## src/rtl/rdwbc_pkg.sv

```systemverilog
// package for the ramped dry/wet bypass crossfade unit
// request and result types, lane control struct, register map, ramp function
// no dependencies
package rdwbc_pkg;

    localparam int MAX_DELAY = 256;
    localparam int DELAY_AW  = $clog2(MAX_DELAY);
    localparam int LEN_W     = 9;
    localparam int MIX_W     = 17;
    localparam int SAMPLE_W  = 24;
    localparam int ADDR_W    = 5;
    localparam int DATA_W    = 32;

    localparam logic [MIX_W-1:0] UNITY = MIX_W'(65536);
    localparam logic [LEN_W-1:0] MAX_LEN = LEN_W'(MAX_DELAY);

    localparam logic [2:0] REG_INPUT_CHANNELS   = 3'd0;
    localparam logic [2:0] REG_OUTPUT_CHANNELS  = 3'd1;
    localparam logic [2:0] REG_DRY_DELAY_LENGTH = 3'd2;
    localparam logic [2:0] REG_SWITCH_RAMP_STEP = 3'd3;
    localparam logic [2:0] REG_BYPASS_RAMP_STEP = 3'd4;

    typedef struct packed {
        logic signed [SAMPLE_W-1:0] in_left;
        logic signed [SAMPLE_W-1:0] in_right;
        logic signed [SAMPLE_W-1:0] wet_sample;
        logic                       switch_on;
        logic                       bypass_on;
    } rdwbc_in_t;

    typedef struct packed {
        logic signed [SAMPLE_W-1:0] out_left;
        logic signed [SAMPLE_W-1:0] out_right;
        logic signed [SAMPLE_W-1:0] mono_feed;
    } rdwbc_out_t;

    typedef struct packed {
        logic accept;
        logic gain;
        logic mul;
    } rdwbc_ctl_t;

    function automatic logic [MIX_W-1:0] ramp(input logic [MIX_W-1:0] v,
                                              input logic             on,
                                              input logic [MIX_W-1:0] step);
        logic [MIX_W-1:0] target;
        logic [MIX_W-1:0] res;
        target = on ? UNITY : '0;
        res    = v;
        if (v < target)
        begin
            res = ((target - v) > step) ? MIX_W'(v + step) : target;
        end
        else if (v > target)
        begin
            res = ((v - target) > step) ? MIX_W'(v - step) : target;
        end
        return res;
    endfunction

endpackage

```

## src/rtl/rdwbc_gain.sv

```systemverilog
// mix level ramps and wet gain multiply
// depends on rdwbc_pkg
module rdwbc_gain (
    input  logic                        clk,
    input  logic                        rst_n,
    input  rdwbc_pkg::rdwbc_ctl_t       ctl,
    input  logic                        switch_on,
    input  logic                        bypass_on,
    input  logic [rdwbc_pkg::MIX_W-1:0] switch_step,
    input  logic [rdwbc_pkg::MIX_W-1:0] bypass_step,
    output logic [rdwbc_pkg::MIX_W-1:0] gain
);
    import rdwbc_pkg::*;

    logic [MIX_W-1:0]   switch_mix_reg;
    logic [MIX_W-1:0]   bypass_mix_reg;
    logic [MIX_W-1:0]   gain_reg;
    logic [2*MIX_W-1:0] gain_prod;

    assign gain_prod = switch_mix_reg * (UNITY - bypass_mix_reg);
    assign gain      = gain_reg;

    always_ff @(posedge clk or negedge rst_n)
    begin
        if (!rst_n)
        begin
            switch_mix_reg <= '0;
            bypass_mix_reg <= UNITY;
        end
        else if (ctl.accept)
        begin
            switch_mix_reg <= ramp(switch_mix_reg, switch_on, switch_step);
            bypass_mix_reg <= ramp(bypass_mix_reg, bypass_on, bypass_step);
        end
    end

    always_ff @(posedge clk)
    begin
        if (ctl.gain)
        begin
            gain_reg <= gain_prod[MIX_W+15:16];
        end
    end

`ifndef SYNTHESIS
    a_switch_mix_bound: assert property (@(posedge clk) disable iff (!rst_n)
        switch_mix_reg <= UNITY)
        else $error("switch mix above unity");
    a_bypass_mix_bound: assert property (@(posedge clk) disable iff (!rst_n)
        bypass_mix_reg <= UNITY)
        else $error("bypass mix above unity");
    a_gain_bound: assert property (@(posedge clk) disable iff (!rst_n)
        $past(ctl.gain) |-> gain_reg <= UNITY)
        else $error("wet gain above unity");
`endif

endmodule

```

## config.mk

```make
export PLATFORM = sky130hd
export DESIGN_NAME = rdwbc_gain
export DESIGN_NICKNAME = d
export VERILOG_FILES = /design/src/rtl/rdwbc_pkg.sv /design/src/rtl/rdwbc_gain.sv
export SDC_FILE = /design/constraint.sdc
export NUM_CORES = 1
export LEC_CHECK = 0
export ABC_CLOCK_PERIOD_IN_PS = 7250
export BUFFER_PORTS_ARGS = -buffer_cell sky130_fd_sc_hd__buf_2
export CORE_UTILIZATION = 47
export DETAILED_ROUTE_END_ITERATION = 16
export GPL_ROUTABILITY_DRIVEN = 0
export GPL_TIMING_DRIVEN = 1
export PLACE_DENSITY_LB_ADDON = 0.3
export SYNTH_ARGS = -nofsm -noshare
export SYNTH_HDL_FRONTEND = slang
export SYNTH_SLANG_ARGS = --single-unit
```

## constraint.sdc

```tcl
create_clock -name clk -period 7.25 [get_ports clk]
set_input_delay 0.725 -clock clk [delete_from_list [all_inputs] [get_ports clk]]
set_output_delay 0.725 -clock clk [all_outputs]
set_load 0.05 [all_outputs]
```

==> qor.csv <==
metric,value,unit
mux cell area share after synthesis,0.00194,
synth warn,0,
xor and xnor area share after synthesis,0.0332,
register area share after synthesis,0.0847,
HPWL after detailed placement,33.4,mm
setup total negative slack,-0.189,ns
area delta synth->final,11.8,%
Peak Freq,0.136,GHz
FP Rows,67,
initial antenna violation count,0,
WP data required,7.33,ns
Final setup viols,4,
drt first pass iters,5,
average size of a mapped cell,8.41,µm²
cell area after synthesis,0.0161,mm²
Synth async-reset ratio,0.667,
drt total wl,40.5,mm
count of final max-slew check failures,0,
Final #Nets,2495,
antenna diode count,0,
number of remaining DRC errors,0,
Vias/cell,5.46,
Worst path max stage delay,0.59,ns
Starting Density,0.479,
#FFs+latches synth,51,
clock sinks,51,
clk slew on worst S/H paths,0.08,ns
RSZ-0062 raised after global routing,true,
clock buffer count from CTS,5,
worst path bufs/invs,3,
Die Footprint,0.0350,mm²
first-pass GRT wire length,68.9,mm
Cells after Synth,1912,
final hold vios,0,
IO Port Bufs,56,
H-tree Lvls,2,
DRT iter0 DRCs,885,
violated checks,setup timing,
Critical Path Source Type,flop,
Post-synth EDFFs,17,
max-cap violation count,0,
vias in the first global route,13907,
slowest CP cell,or4_4,
Die W,187,µm
Critical Path AT,7.41,ns
worst slew pin tran,1.24,ns
fraction of the mapped netlist area in simple logic gates,0.178,
"Critical Path, Cell by Cell","or4_4, nor4_4, nand2_2, buf_4, nor2_2, xnor2_1, buf_4, nand2_1, fa_1, fa_1, inv_1, fa_2, fa_1, fa_1, fa_1, ha_4, a21oi_2, o21ai_2, o41a_1, a221o_1, a21oi_4, o21ai_1, o41ai_2, xnor2_1",
Synth Area in Compound Gates,0.128,
largest family of logic cells by synthesized area,adder cells,
Worst Path Max Fanout,10,
Final min period,7.33,ns
library cells used by synthesis,78,
Layout Utilization,0.535,
drt wl/cell,16.6,µm
GRT Total Usage,0.242,
Hold Path Class,in -> async,
cell family with the largest share of critical-path delay,adder cells,
worst skew pair latency,0.32,ns
CP Capture Type,flop,
Die Height,187,µm
CTS tree,done,
status,"complete, but fails checks",
top post-synthesis cells by count,"inv_1 (366), nand2_1 (246), fa_1 (243), ha_1 (212), and2_1 (113)",
Routed Antenna Nets,0,
Final WS setup,-0.0814,ns
top_reg_cell synth,dfrtp_1,
core area,0.0336,mm²
max_slew headroom,0.170,
Longest Clk Path Bufs,2,
most common cell in the synthesized netlist,inv_1,
layout cells sized above 1,0.136,
Placement Setup Slack,-0.273,ns
"Period Utilization, post-route",1.01,
grt ovf,0,
CP Class,reg -> reg,
Synth top area share,0.302,
"most used cell, CP",fa_1,
via count,13363,
fillcell total,3083,
"Net Count, Synth",2408,
Ports,58,
Clock Skew,0.0111,ns
clk root buf,clkbuf_16,
largest net degree at the start of global routing,35,
post-synthesis adder-cell area fraction,0.467,
hold buffer count at CTS,0,
Synth area leader,fa_1,
"top cells by area, synth","fa_1 (30%), ha_1 (16%), inv_1 (8.5%)",
[layout by cell type, fill, tap and decap left out, types with 12 or more instances in the layout]
master | netlist | routed
o21ai_0 | 32 | 28
nor2b_1 | 15 | 13
nor3_1 | 36 | 36
dfrtp_1 | 33 | 33
nand2b_1 | 13 | 13
buf_4 | 1 | 98
a21oi_1 | 73 | 69
and2_1 | 113 | 111
buf_2 | 13 | 56
edfxtp_1 | 17 | 17
xnor2_1 | 45 | 39
nor2_1 | 98 | 94
nor4_1 | 13 | 12
nand2_1 | 246 | 238
ha_1 | 212 | 201
o21ai_1 | 10 | 13
inv_1 | 366 | 358
a21o_1 | 26 | 26
xor2_1 | 16 | 12
o211ai_1 | 17 | 17
a221oi_1 | 12 | 12
fa_1 | 243 | 236
[logic make-up (layout without fill, tap and decap cells)]
family          Yosys count  in the layout
mux                       3              3
buf+inv                 454            542
xor+xnor                 61             61
fa+ha+maj               455            455
compound gates          294            294
simple gates            594            594
flops                    51             51
[final cells by class]
type                            count  area [µm²]  area share
Clock inverter                      3        22.5     0.00125
Clock buffer                        5         125     0.00696
Timing Repair Buffer              168        1220      0.0677
Inverter                          366        1370      0.0764
Multi-Input combinational cell   1407       13300       0.741
Tap cell                          448         561      0.0312
Sequential cell                    51        1360      0.0757
[metal layers]
layer  global-route usage  part of all wire  up-vias
li1                     -                 -     6317
met1                0.333              0.45     6613
met2                0.411              0.48      391
met3               0.0274             0.054       42
met4               0.0514             0.014        0
met5                    0                 0        -
[path summary, 6_finish.rpt]
check | from | to | slack [ns] | cells past startpoint
hold / removal | rst_n | bypass_mix_reg[6] | 0.48 | 1
max in group asynchronous | rst_n | switch_mix_reg[7] | 6.22 | 1
setup reg to reg | bypass_mix_reg[5] | gain[16] | -0.08 | 24
min in group clk | bypass_mix_reg[16] | bypass_mix_reg[16] | 0.57 | 2
setup / recovery | bypass_mix_reg[5] | gain[16] | -0.08 | 24
hold reg to reg | bypass_mix_reg[16] | bypass_mix_reg[16] | 0.57 | 2
[repair_timing]
| action | CTS | global route |
|---|---|---|
| setup endpoints to repair | 7 | 16 |
| resized for setup | 18 | 56 |
| setup buffers | 6 | 8 |
| pin swaps | 12 | 27 |
| cloned | 1 | 0 |
[worst register-to-register path, cell delays in order (launching register included)]
cell and delay, ns:
dfrtp_1 0.38, or4_4 0.60, nor4_4 0.30, nand2_2 0.15, buf_4 0.16, nor2_2 0.11, xnor2_1 0.14, buf_4 0.20
nand2_1 0.09, fa_1 0.48, fa_1 0.49, inv_1 0.06, fa_2 0.58, fa_1 0.41, fa_1 0.56, fa_1 0.45
ha_4 0.24, a21oi_2 0.16, o21ai_2 0.09, o41a_1 0.37, a221o_1 0.38, a21oi_4 0.20, o21ai_1 0.14, o41ai_2 0.25
xnor2_1 0.10
[per-stage QoR]
stage | instances | instance area [µm²] | hold WS, ns
floorplan | 1912 | 16200 | 0.429
global placement | 2425 | 17400 | 0.546
detailed placement | 2425 | 17400 | 0.554
CTS | 2440 | 17700 | 0.493
global route | 2448 | 18000 | 0.538
finish | 2448 | 18000 | 0.477
Power is not shown: default switching activity piles up to over one toggle a cycle in this logic, so the estimate is an artifact.
